<file path="config.mk">
export PLATFORM = sky130hd
export DESIGN_NAME = peer_table_aging_tid_match_core
export DESIGN_NICKNAME = d
export VERILOG_FILES = /design/src/sv/ptam_pkg.sv /design/src/sv/ptam_slot_cell.sv /design/src/sv/ptam_step_unit.sv /design/src/sv/peer_table_aging_tid_match_core.sv
export SDC_FILE = /design/constraint.sdc
export NUM_CORES = 2
export LEC_CHECK = 0
export BUFFER_PORTS_ARGS = -buffer_cell sky130_fd_sc_hd__buf_4
export CORE_MARGIN = 8
export CORE_UTILIZATION = 35
export CTS_BUF_LIST = sky130_fd_sc_hd__clkbuf_8
export CTS_CLUSTER_SIZE = 16
export DETAILED_ROUTE_END_ITERATION = 10
export PLACE_DENSITY = 0.49
export SETUP_SLACK_MARGIN = 0.02
export SYNTH_ARGS = -nofsm -noshare
export SYNTH_HDL_FRONTEND = slang
export SYNTH_SLANG_ARGS = --single-unit
</file>
<file path="constraint.sdc">
create_clock -name i_clk -period 46.5 [get_ports i_clk]
set_clock_uncertainty 0.05 [all_clocks]
set_input_delay 6.975 -clock i_clk [delete_from_list [all_inputs] [get_ports i_clk]]
set_output_delay 6.975 -clock i_clk [all_outputs]
set_load 0.005 [all_outputs]
</file>
<file path="src/sv/ptam_pkg.sv">
package ptam_pkg;

    // opcodes of an input word
    localparam logic [2:0] OP_HELLO    = 3'd0;
    localparam logic [2:0] OP_REMOVE   = 3'd1;
    localparam logic [2:0] OP_AGE      = 3'd2;
    localparam logic [2:0] OP_QUERY    = 3'd3;
    localparam logic [2:0] OP_RESPONSE = 3'd4;

    // result status codes
    localparam logic [3:0] ST_REFRESHED = 4'd0;
    localparam logic [3:0] ST_INSERTED  = 4'd1;
    localparam logic [3:0] ST_FULL      = 4'd2;
    localparam logic [3:0] ST_REMOVED   = 4'd3;
    localparam logic [3:0] ST_ABSENT    = 4'd4;
    localparam logic [3:0] ST_AGED      = 4'd5;
    localparam logic [3:0] ST_QUERY     = 4'd6;
    localparam logic [3:0] ST_NO_PEERS  = 4'd7;
    localparam logic [3:0] ST_MATCH     = 4'd8;
    localparam logic [3:0] ST_MISMATCH  = 4'd9;
    localparam logic [3:0] ST_UNKNOWN   = 4'd10;

    // silence timeout after reset, in seconds
    localparam logic [15:0] TIMEOUT_RESET = 16'd30;

    typedef struct packed {
        logic [2:0]  opcode;
        logic [31:0] peer_address;
        logic [15:0] resp_tid;
        logic [31:0] now_seconds;
    } t_in_word;

    typedef struct packed {
        logic [3:0]  status;
        logic [31:0] query_address;
        logic [15:0] query_id;
        logic [4:0]  removed_count;
        logic        last_of_run;
    } t_out_word;

    // one table slot as it travels around the ring
    typedef struct packed {
        logic        valid;
        logic [31:0] address;
        logic [31:0] last_heard;
        logic [15:0] expected_id;
    } t_slot;

    // controls from the sequencer to the step unit
    typedef struct packed {
        logic sweep;
        logic insert_here;
    } t_step_ctl;

    // per-slot findings from the step unit
    typedef struct packed {
        logic hit;
        logic free;
        logic aged;
        logic tid_equal;
    } t_step_flags;

    typedef enum logic [1:0] {
        S_IDLE,
        S_SWEEP,
        S_INSERT,
        S_FINISH
    } t_state;

endpackage

</file>
<file path="src/sv/ptam_slot_cell.sv">
module ptam_slot_cell
    import ptam_pkg::*;
(
    input  logic  i_clk,
    input  logic  i_rst_n,
    input  logic  i_shift,
    input  t_slot i_rec,
    output t_slot o_rec
);

    logic        r_valid;
    logic [31:0] r_address;
    logic [31:0] r_last_heard;
    logic [15:0] r_expected_id;

    // valid bit, cleared by reset
    always_ff @(posedge i_clk) begin
        if (!i_rst_n) begin
            r_valid <= 1'b0;
        end else if (i_shift) begin
            r_valid <= i_rec.valid;
        end
    end

    // slot payload, taken from the neighbor on each shift
    always_ff @(posedge i_clk) begin
        if (i_shift) begin
            r_address     <= i_rec.address;
            r_last_heard  <= i_rec.last_heard;
            r_expected_id <= i_rec.expected_id;
        end
    end

    assign o_rec = '{valid: r_valid, address: r_address,
                     last_heard: r_last_heard, expected_id: r_expected_id};

endmodule

</file>
<file path="src/sv/ptam_step_unit.sv">
module ptam_step_unit
    import ptam_pkg::*;
(
    input  t_slot       i_rec,
    input  t_in_word    i_item,
    input  logic [15:0] i_timeout,
    input  logic [15:0] i_next_id,
    input  t_step_ctl   i_ctl,
    output t_slot       o_rec,
    output t_step_flags o_flags
);

    logic [31:0] w_silence;

    // per-slot compares
    always_comb begin
        w_silence         = i_item.now_seconds - i_rec.last_heard;
        o_flags.hit       = i_rec.valid && (i_rec.address == i_item.peer_address);
        o_flags.free      = !i_rec.valid;
        o_flags.aged      = i_rec.valid && (w_silence > {16'd0, i_timeout});
        o_flags.tid_equal = (i_rec.expected_id == i_item.resp_tid);
    end

    // updated slot handed back into the ring
    always_comb begin
        o_rec = i_rec;
        if (i_ctl.sweep) begin
            case (i_item.opcode)
                OP_HELLO: begin
                    if (o_flags.hit) begin
                        o_rec.last_heard = i_item.now_seconds;
                    end
                end
                OP_REMOVE: begin
                    if (o_flags.hit) begin
                        o_rec.valid = 1'b0;
                    end
                end
                OP_AGE: begin
                    if (o_flags.aged) begin
                        o_rec.valid = 1'b0;
                    end
                end
                OP_QUERY: begin
                    if (i_rec.valid) begin
                        o_rec.expected_id = i_next_id;
                    end
                end
                default: begin
                end
            endcase
        end
        if (i_ctl.insert_here) begin
            o_rec.valid       = 1'b1;
            o_rec.address     = i_item.peer_address;
            o_rec.last_heard  = i_item.now_seconds;
            o_rec.expected_id = 16'd0;
        end
    end

endmodule

</file>
<file path="src/sv/peer_table_aging_tid_match_core.sv">
// channel   | valid       | ready        | word
// ----------+-------------+--------------+------------------------
// input     | i_in_valid  | o_in_ready   | i_in_word  (t_in_word)
// output    | o_out_valid | i_out_ready  | o_out_word (t_out_word)
// config    | i_cfg_valid | o_cfg_ready  | i_cfg_data (timeout)
//
// The table lives in a ring of TABLE_SLOTS cells that rotates one slot per cycle
// past a single step unit, except while a stalled output word holds the sweep. An item
// is swept for one full rotation and then finished before the input is ready again;
// a hello that inserts a new peer takes a second rotation. Each query word comes from one slot.
// Reset (synchronous, active low) clears every slot's valid bit and the id counter
// at once and sets the timeout to 30 s. A stalled output word holds the ring.
module peer_table_aging_tid_match_core
    import ptam_pkg::*;
#(
    parameter int TABLE_SLOTS = 16
) (
    input  logic        i_clk,
    input  logic        i_rst_n,
    input  logic        i_in_valid,
    output logic        o_in_ready,
    input  t_in_word    i_in_word,
    output logic        o_out_valid,
    input  logic        i_out_ready,
    output t_out_word   o_out_word,
    input  logic        i_cfg_valid,
    output logic        o_cfg_ready,
    input  logic [15:0] i_cfg_data
);

    localparam int SW = (TABLE_SLOTS > 1) ? $clog2(TABLE_SLOTS) : 1;
    localparam int CW = $clog2(TABLE_SLOTS + 1);
    localparam logic [SW-1:0] LAST_STEP = SW'(TABLE_SLOTS - 1);

    t_state      r_state, n_state;
    t_in_word    r_item, n_item;
    logic [SW-1:0] r_step, n_step;
    logic        r_found, n_found;
    logic        r_free_seen, n_free_seen;
    logic [SW-1:0] r_free_idx, n_free_idx;
    logic [CW-1:0] r_count, n_count;
    logic        r_mismatch, n_mismatch;
    logic [15:0] r_exp_id, n_exp_id;
    logic [15:0] r_id_counter, n_id_counter;
    logic [15:0] r_timeout;
    logic        r_pend_valid, n_pend_valid;
    logic [31:0] r_pend_addr, n_pend_addr;
    logic [15:0] r_pend_id, n_pend_id;
    logic        r_out_valid, n_out_valid;
    t_out_word   r_out, n_out;

    logic        w_accept;
    logic        w_out_free;
    logic        w_last_step;
    logic        w_sweep;
    logic        w_insert;
    logic        w_finish;
    logic        w_shift;
    logic [15:0] w_next_id;
    logic [CW+4:0] w_count_ext;
    t_step_ctl   w_ctl;
    t_step_flags w_flags;
    t_slot       w_step_rec;
    t_slot       w_ring [TABLE_SLOTS];
    t_out_word   w_final;

    // ring of slot cells, cell 0 feeds the step unit
    for (genvar g = 0; g < TABLE_SLOTS; g++) begin : g_cell
        t_slot w_cell_in;
        if (g == TABLE_SLOTS - 1) begin : g_tail
            assign w_cell_in = w_step_rec;
        end else begin : g_mid
            assign w_cell_in = w_ring[g+1];
        end
        ptam_slot_cell u_cell (
            .i_clk   (i_clk),
            .i_rst_n (i_rst_n),
            .i_shift (w_shift),
            .i_rec   (w_cell_in),
            .o_rec   (w_ring[g])
        );
    end

    ptam_step_unit u_step (
        .i_rec     (w_ring[0]),
        .i_item    (r_item),
        .i_timeout (r_timeout),
        .i_next_id (w_next_id),
        .i_ctl     (w_ctl),
        .o_rec     (w_step_rec),
        .o_flags   (w_flags)
    );

    // handshake helpers
    assign w_accept    = i_in_valid && o_in_ready;
    assign w_out_free  = !r_out_valid || i_out_ready;
    assign w_last_step = (r_step == LAST_STEP);
    assign w_next_id   = r_id_counter + 16'd1;
    assign w_count_ext = {5'd0, r_count};

    // next state
    always_comb begin
        n_state = r_state;
        case (r_state)
            S_IDLE: begin
                if (w_accept) begin
                    n_state = S_SWEEP;
                end
            end
            S_SWEEP: begin
                if (w_shift && w_last_step) begin
                    if (r_item.opcode == OP_HELLO && !n_found && n_free_seen) begin
                        n_state = S_INSERT;
                    end else begin
                        n_state = S_FINISH;
                    end
                end
            end
            S_INSERT: begin
                if (w_last_step) begin
                    n_state = S_FINISH;
                end
            end
            S_FINISH: begin
                if (w_out_free) begin
                    n_state = S_IDLE;
                end
            end
            default: begin
                n_state = S_IDLE;
            end
        endcase
    end

    // state decoded controls
    always_comb begin
        o_in_ready = 1'b0;
        w_sweep    = 1'b0;
        w_insert   = 1'b0;
        w_finish   = 1'b0;
        case (r_state)
            S_IDLE:   o_in_ready = 1'b1;
            S_SWEEP:  w_sweep    = 1'b1;
            S_INSERT: w_insert   = 1'b1;
            S_FINISH: w_finish   = 1'b1;
            default: begin
            end
        endcase
        w_shift           = (w_sweep && w_out_free) || w_insert;
        w_ctl.sweep       = w_sweep;
        w_ctl.insert_here = w_insert && (r_step == r_free_idx);
    end

    // closing word of an item
    always_comb begin
        w_final = '{status: ST_UNKNOWN, query_address: r_item.peer_address,
                    query_id: 16'd0, removed_count: 5'd0, last_of_run: 1'b1};
        case (r_item.opcode)
            OP_HELLO: begin
                if (r_found) begin
                    w_final.status = ST_REFRESHED;
                end else if (r_free_seen) begin
                    w_final.status = ST_INSERTED;
                end else begin
                    w_final.status = ST_FULL;
                end
            end
            OP_REMOVE: begin
                w_final.status = r_found ? ST_REMOVED : ST_ABSENT;
            end
            OP_AGE: begin
                w_final.status        = ST_AGED;
                w_final.query_address = 32'd0;
                w_final.removed_count = w_count_ext[4:0];
            end
            OP_QUERY: begin
                if (r_pend_valid) begin
                    w_final.status        = ST_QUERY;
                    w_final.query_address = r_pend_addr;
                    w_final.query_id      = r_pend_id;
                end else begin
                    w_final.status        = ST_NO_PEERS;
                    w_final.query_address = 32'd0;
                end
            end
            OP_RESPONSE: begin
                if (!r_found) begin
                    w_final.status = ST_UNKNOWN;
                end else if (r_mismatch) begin
                    w_final.status   = ST_MISMATCH;
                    w_final.query_id = r_exp_id;
                end else begin
                    w_final.status = ST_MATCH;
                end
            end
            default: begin
            end
        endcase
    end

    // sweep bookkeeping and output word
    always_comb begin
        n_item       = r_item;
        n_step       = r_step;
        n_found      = r_found;
        n_free_seen  = r_free_seen;
        n_free_idx   = r_free_idx;
        n_count      = r_count;
        n_mismatch   = r_mismatch;
        n_exp_id     = r_exp_id;
        n_id_counter = r_id_counter;
        n_pend_valid = r_pend_valid;
        n_pend_addr  = r_pend_addr;
        n_pend_id    = r_pend_id;
        n_out_valid  = r_out_valid && !i_out_ready;
        n_out        = r_out;

        if (w_accept) begin
            n_item       = i_in_word;
            n_step       = '0;
            n_found      = 1'b0;
            n_free_seen  = 1'b0;
            n_free_idx   = '0;
            n_count      = '0;
            n_mismatch   = 1'b0;
            n_exp_id     = 16'd0;
            n_pend_valid = 1'b0;
        end

        if (w_shift) begin
            n_step = w_last_step ? '0 : r_step + 1'b1;
            if (w_sweep) begin
                case (r_item.opcode)
                    OP_HELLO: begin
                        if (w_flags.hit) begin
                            n_found = 1'b1;
                        end
                        if (w_flags.free && !r_free_seen) begin
                            n_free_seen = 1'b1;
                            n_free_idx  = r_step;
                        end
                    end
                    OP_REMOVE: begin
                        if (w_flags.hit) begin
                            n_found = 1'b1;
                        end
                    end
                    OP_AGE: begin
                        if (w_flags.aged) begin
                            n_count = r_count + 1'b1;
                        end
                    end
                    OP_QUERY: begin
                        // hold each query word back until the next one shows up
                        if (w_ring[0].valid) begin
                            if (r_pend_valid) begin
                                n_out_valid = 1'b1;
                                n_out = '{status: ST_QUERY, query_address: r_pend_addr,
                                          query_id: r_pend_id, removed_count: 5'd0,
                                          last_of_run: 1'b0};
                            end
                            n_pend_valid = 1'b1;
                            n_pend_addr  = w_ring[0].address;
                            n_pend_id    = w_next_id;
                            n_id_counter = w_next_id;
                        end
                    end
                    OP_RESPONSE: begin
                        if (w_flags.hit) begin
                            n_found    = 1'b1;
                            n_mismatch = !w_flags.tid_equal;
                            n_exp_id   = w_ring[0].expected_id;
                        end
                    end
                    default: begin
                    end
                endcase
            end
        end

        if (w_finish && w_out_free) begin
            n_out_valid = 1'b1;
            n_out       = w_final;
        end
    end

    // control registers
    always_ff @(posedge i_clk) begin
        if (!i_rst_n) begin
            r_state      <= S_IDLE;
            r_out_valid  <= 1'b0;
            r_id_counter <= 16'd0;
            r_timeout    <= TIMEOUT_RESET;
        end else begin
            r_state      <= n_state;
            r_out_valid  <= n_out_valid;
            r_id_counter <= n_id_counter;
            if (i_cfg_valid && o_cfg_ready) begin
                r_timeout <= i_cfg_data;
            end
        end
    end

    // item and sweep payload
    always_ff @(posedge i_clk) begin
        r_item       <= n_item;
        r_step       <= n_step;
        r_found      <= n_found;
        r_free_seen  <= n_free_seen;
        r_free_idx   <= n_free_idx;
        r_count      <= n_count;
        r_mismatch   <= n_mismatch;
        r_exp_id     <= n_exp_id;
        r_pend_valid <= n_pend_valid;
        r_pend_addr  <= n_pend_addr;
        r_pend_id    <= n_pend_id;
        r_out        <= n_out;
    end

    assign o_cfg_ready = 1'b1;
    assign o_out_valid = r_out_valid;
    assign o_out_word  = r_out;

endmodule

</file>
# After elaboration in Yosys (flattened, before gate mapping)
# Index checks and enable logic that the tools add are counted.
[totals]
reg_bits = 1553
output_inout_bits = 61
word_cells = 222
input_bits = 104
[classes]
muxes = 83
reduce_logical = 32
order_cmp = 1
n_eq_ne = 15
n_addsub = 4
[ops]
columns = ["operator", "n"]
rows = [
  ["$mux W58", 6],
  ["$mux W16", 10],
  ["$mux W81", 1],
  ["$mux W32", 2],
  ["$pmux W32 S2", 1],
  ["$mux W48", 1],
  ["$mux W4", 9],
  ["$mux W1", 35],
  ["$mux W33", 1],
  ["$eq A32 B32 Y1", 1],
  ["$gt A32 B16 Y1", 1],
  ["$pmux W16 S2", 1],
  ["$sub A32 B32 Y32", 1],
  ["$mux W5", 6],
  ["$pmux W4 S5", 1],
  ["$add A16 B1 Y16 const B", 1],
  ["$eq A16 B16 Y1", 1],
  ["$mux W2", 6],
  ["$reduce_bool A2 Y1", 6],
  ["$logic_and A1 B1 Y1", 11],
  ["$reduce_and A5 Y1", 2],
  ["$ne A2 B2 Y1 const B", 4],
  ["$pmux W2 S4", 1],
  ["$reduce_and A4 Y1", 2],
  ["other kinds (16)", 24],
]

# Logic depth before layout (Yosys ltp)
[logic_depth]
depth_word = 14
mapped_depth = 22

# Modules after synthesis
# A second synthesis with hierarchy kept.
[hier_totals]
cells_unflattened = 2597
hier_area_um2 = 52816.9
[modules_own_cells]
columns = ["mod", "area_per_inst_um2", "cells_each", "instances"]
rows = [
  ["ptam_slot_cell", 2446.1, 84, 16],
  ["peer_table_aging_tid_match_core", 9660.5, 692, 1],
  ["ptam_step_unit", 4018.9, 561, 1],
]

# Worst setup path after synthesis
# OpenSTA, ideal clock, no wires.
[synth_timing]
path_kind = "input to register"
from = "input port i_out_ready"
to = "register r_step[1] (data pin)"
setup_slack_ns = 1.252
setup_time_ns = 0.345
t_required_ns = 46.105
path_buffers = 1
arrival_time_ns = 44.853
cell_stages = 5
cell_sequence = "nand2b_1 > a21oi_1 > clkinv_1 > clkbuf_1 > and3_1"
[synth_between]
elab_chain_len = 4
[synth_rtl]
columns = ["item", "line", "rtl"]
rows = [
  ["from (decl)", "peer_table_aging_tid_match_core.sv:24", "input logic i_out_ready,"],
  ["$logic_or A1 B1 Y1", "peer_table_aging_tid_match_core.sv:96", "assign w_out_free = !r_out_valid || i_out_ready;"],
  ["$logic_and A1 B1 Y1", "peer_table_aging_tid_match_core.sv:149", "w_shift = (w_sweep && w_out_free) || w_insert;"],
  ["$logic_or A1 B1 Y1", "peer_table_aging_tid_match_core.sv:149", ""],
  ["named net g_cell[0].u_cell.i_shift", "ptam_slot_cell.sv:6", "input logic i_shift,"],
  ["$mux W4", "peer_table_aging_tid_match_core.sv:230", "if (w_shift) begin"],
  ["to (signal assigned)", "peer_table_aging_tid_match_core.sv:307", "r_step <= n_step;"],
  ["to (decl)", "peer_table_aging_tid_match_core.sv:37", "logic [SW-1:0] r_step, n_step;"],
]
# The timed path passes the listed nets, and every way through them passes these cells.
# A chain may end at the register's enable or synchronous reset.

# Worst setup path in the final report
[layout_timing]
from = "input port i_out_ready"
to = "register g_cell[15].u_cell.r_address[7], enable pin"
[layout_between]
elab_chain_len = 3
[layout_rtl]
columns = ["item", "line", "rtl"]
rows = [
  ["$logic_or A1 B1 Y1", "peer_table_aging_tid_match_core.sv:96", ""],
  ["$logic_and A1 B1 Y1", "peer_table_aging_tid_match_core.sv:149", ""],
  ["$logic_or A1 B1 Y1", "peer_table_aging_tid_match_core.sv:149", ""],
  ["to (signal assigned)", "ptam_slot_cell.sv:28", "r_address <= i_rec.address;"],
  ["to (decl)", "ptam_slot_cell.sv:12", "logic [31:0] r_address;"],
]
# No other way between the ends.

==> results.py <==
metrics = {
    "drt": {
        "drt_wl_total_um": 92300,
        "postRouteAntennaNets": 0,
        "route.detailed.drc": 0,
        "drt-vias-per-instance": 4.60,
        "drt_iter0_drc": 1809,
        "via_count": 23359,
        "first_pass_iters": 6,
        "wl_per_cell_um": 18.2,
    },
    "sta": {
        "final.setup.tns_ns": 0,
        "finalSetupViolCount": 0,
        "slew_headroom_pct": 11.2,
        "timing.final.crit_share_pct": 27.2,
        "rsz0062_at_grt": "false",
        "slew_viol_final": 0,
        "period_needed_ns": 12.63,
        "hold_viol": 0,
        "tightest_slew_ns": 1.33,
        "fmax_mhz": 79.2,
    },
    "logic_synthesis": {
        "synth_cell_type_count": 76,
        "syn_area_sq_mm": 0.0523,
        "avgSynthCellArea_sq_um": 20.5,
        "synth_edf_count": 1472,
        "synth-seq-area-share_pct": 87.6,
        "async_flop_share_pct": 0,
        "synth_compound_area_share_pct": 3.87,
        "synthFlopType": "edfxtp_1",
        "synth_top_family_by_area": "compound AO/OA/AOI/OAI gates",
        "netlist_instances": 2550,
        "synth-simple-area-share_pct": 3.29,
        "synth_fp_nets": 2709,
        "synth_xor_area_share_pct": 1.76,
        "ys_seq_elements": 1553,
        "synth_mux_area_share_pct": 1.09,
        "synthAdderAreaFrac_pct": 1.33,
        "yosys_warnings": 0,
    },
    "clock_tree": {
        "cts.sinks": 1553,
        "postCtsResizedCells": 0,
        "insertion_delay_ns": 0.93,
        "post_cts_buffers": 0,
        "cts_buffers": 275,
        "hold_buffers": 0,
        "htreeDepth": 5,
        "cts_buffer_depth": 4,
        "cts_tree": "yes",
        "path_clk_slew_ns": 0.06,
        "cts_root_buf": "clkbuf_8",
    },
    "placed_design": {
        "hpwlAfterDp_um": 52400,
        "portBuffers": 163,
        "place_congestion": 0.815,
    },
    "die": {
        "io_pins": 165,
        "rows": 142,
        "die_y_um": 403,
        "initial_core_util_pct": 35.1,
        "core_area_sq_mm": 0.149,
        "die_w_um": 403,
        "dieArea_sq_mm": 0.162,
    },
    "critical_path": {
        "path_cells": "buf_4 -> nand2b_1 -> a21oi_2 -> inv_8 -> buf_4 -> buf_4 -> buf_4 -> buf_4 -> buf_4",
        "crit_required_ns": 46.99,
        "crit_family": "buffers and inverters",
        "cpMostUsedCell": "buf_4",
        "worstSetupPathType": "in -> reg",
        "crit_path_end_kind": "flip-flop",
        "start_kind": "input pin",
        "critical_path_arrival_ns": 13.11,
        "reg2reg_slack_ns": 39.50,
        "critPathSlowestCell": "buf_4",
        "cpPeakStageDelay_ns": 0.95,
        "rr_startpoint": "r_state[1]",
        "crit_buf_inv": 7,
        "r2r_cells": 9,
        "rr_endpoint": "g_cell[15].u_cell.r_address[7]",
        "path_max_fanout": 152,
    },
    "global_route": {
        "grt_pass1_wl_um": 143000,
        "overflow": 0,
        "grt_max_degree": 153,
        "antenna_found_initial": 6,
        "grt_pass1_vias": 24308,
        "grt_usage_pct": 11.3,
    },
    "finish": {
        "nFillCells": 13115,
        "synthToLayoutAreaGrowth_pct": 16.2,
        "fin_nets": 3114,
        "fin_util_pct": 40.8,
        "drive_gt1_share_pct": 18.2,
    },
    "pwr": {
        "power_density_mw_per_mm2": 76.6,
        "peakVddDrop_mv": 0.0382,
        "p_leak_nw": 20.7,
    },
    "status": {
        "status": "completed",
    },
    "hold_path": {
        "hp-start": "g_cell[15].u_cell.r_address[9]",
        "whs_path_depth": 0,
        "whs_endpoint": "g_cell[14].u_cell.r_address[9]",
        "hold_class": "reg -> reg",
    },
    "job": {
        "drv_cap": 0,
    },
}
==> stage by stage <==
stage / total power (W) / instance area (sq um) / worst slack [ns] / instances / hold WS, ns
5_1_grt: 0.00494 / 60800 / 33.32 / 5076 / 0.338
3_3_place_gp: 0.00351 / 55900 / 33.07 / 4622 / 0.351
4_1_cts: 0.00474 / 60800 / 33.85 / 5074 / 0.311
6_report: 0.00465 / 60800 / 33.87 / 5077 / 0.298
3_5_place_dp: 0.00355 / 55900 / 32.76 / 4622 / 0.355
2_1_floorplan: 0.00408 / 52300 / 1.25 / 2550 / 0.350
==> report_power, final <==
| group | switching (W) | internal (W) |
|---|---|---|
| clock | 0.000515 | 0.000618 |
| combinational | 0.000555 | 0.000189 |
| sequential | 0.000218 | 0.00256 |
==> synthesized netlist by cell type, types with 3 or more instances <==
library cell	count	share of area [%]
a211oi_1	17	0.24
a21boi_0	19	0.27
a21o_1	16	0.23
a21oi_1	46	0.44
a22o_1	49	0.82
a31oi_1	5	0.060
and2_1	19	0.23
and3_1	12	0.14
buf_1	5	0.036
buf_2	3	0.029
buf_6	4	0.086
clkbuf_1	42	0.30
dfxtp_1	81	3.1
edfxtp_1	1472	85
ha_1	54	1.3
inv_1	78	0.56
mux2_2	35	0.75
mux2i_1	14	0.27
nand2_1	141	1.0
nand2b_1	6	0.072
nand3_1	38	0.36
nand4_1	22	0.26
nor2_1	61	0.44
nor2b_1	19	0.23
nor3_1	15	0.14
nor4_1	7	0.084
o2111ai_1	3	0.050
o211ai_1	10	0.14
o21a_1	10	0.14
o21ai_0	80	0.77
o21ai_1	3	0.029
o21bai_1	3	0.043
o31ai_1	5	0.072
or3_1	5	0.060
xnor2_1	84	1.4
xor2_1	19	0.32
==> per-layer routing <==
| layer | GRT usage (%) | vias to the layer above | routed length, um |
|---|---|---|---|
| li1 | - | 10715 | - |
| met1 | 16.0 | 11765 | 43500 |
| met2 | 16.3 | 656 | 40800 |
| met3 | 3.30 | 223 | 5260 |
| met4 | 4.52 | 0 | 2720 |
| met5 | 0 | - | 0 |
==> cells in the final DEF, fill, tap and decap left out, types with 45 or more instances in the layout <==
cell / netlist / layout
xnor2_1: 84 / 84
buf_4: 2 / 185
ha_1: 54 / 54
o21ai_0: 80 / 80
inv_1: 78 / 164
clkbuf_8: 0 / 285
edfxtp_1: 1472 / 1472
nor2_1: 61 / 60
nand2_1: 141 / 140
a21oi_1: 46 / 45
a22o_1: 49 / 49
dfxtp_1: 81 / 81
==> cell families after synthesis <==
| group | after synthesis |
|---|---|
| adders and majority gates | 55 |
| DFF | 1553 |
| xor gates and xnor gates | 104 |
| buffers and inverters | 136 |
| AOI/OAI and AO/OA | 292 |
| and+or+nand+nor | 358 |
| other | 1 |
| muxes | 51 |
==> state kept, by name (all words and copies together) (netlist names), 5 cells and up <==
signal and count:
r_pend_id 16, o_out_word 58, g_cell.u_cell.r_valid 16, g_cell.u_cell.r_last_heard 512, r_exp_id 16, r_item 83
r_id_counter 16, r_timeout 16, g_cell.u_cell.r_expected_id 256, r_pend_addr 32, g_cell.u_cell.r_address 512, r_count 5
==> worst reg2reg max path, cell delays in order, from the launching register on <==
cell and delay [ns]:
dfxtp_1 0.34, inv_1 0.11, ha_1 0.32, a21oi_2 0.31, inv_8 0.68, buf_4 0.96
buf_4 0.88, buf_4 0.91, buf_4 1.02, buf_4 0.99
==> final cells by class <==
class	instances	area, sq um	area share (%)
antenna	3	7.51	0.0124
multi-input combinational	861	5970	9.82
timing repair buffer	185	1390	2.28
sequential	1553	45800	75.4
inverter	79	307	0.504
tap	1944	2430	4.00
clock buffer	285	3920	6.45
clock inverter	167	935	1.54
==> worst max path at each step <==
stage                     start                               to  slack, ns  cells past startpoint
finish              i_out_ready   g_cell[15].u_cell.r_address[7]      33.87                      9
global route        i_out_ready   g_cell[1].u_cell.r_address[24]      33.32                      9
CTS                 i_out_ready   g_cell[3].u_cell.r_address[25]      33.85                      9
detailed placement  i_out_ready  g_cell[14].u_cell.r_address[27]      32.76                      9
global placement    i_out_ready  g_cell[10].u_cell.r_address[27]      33.07                      9
floorplan           i_out_ready                        r_step[1]       1.25                      5
(Power assumes the default switching activity.)
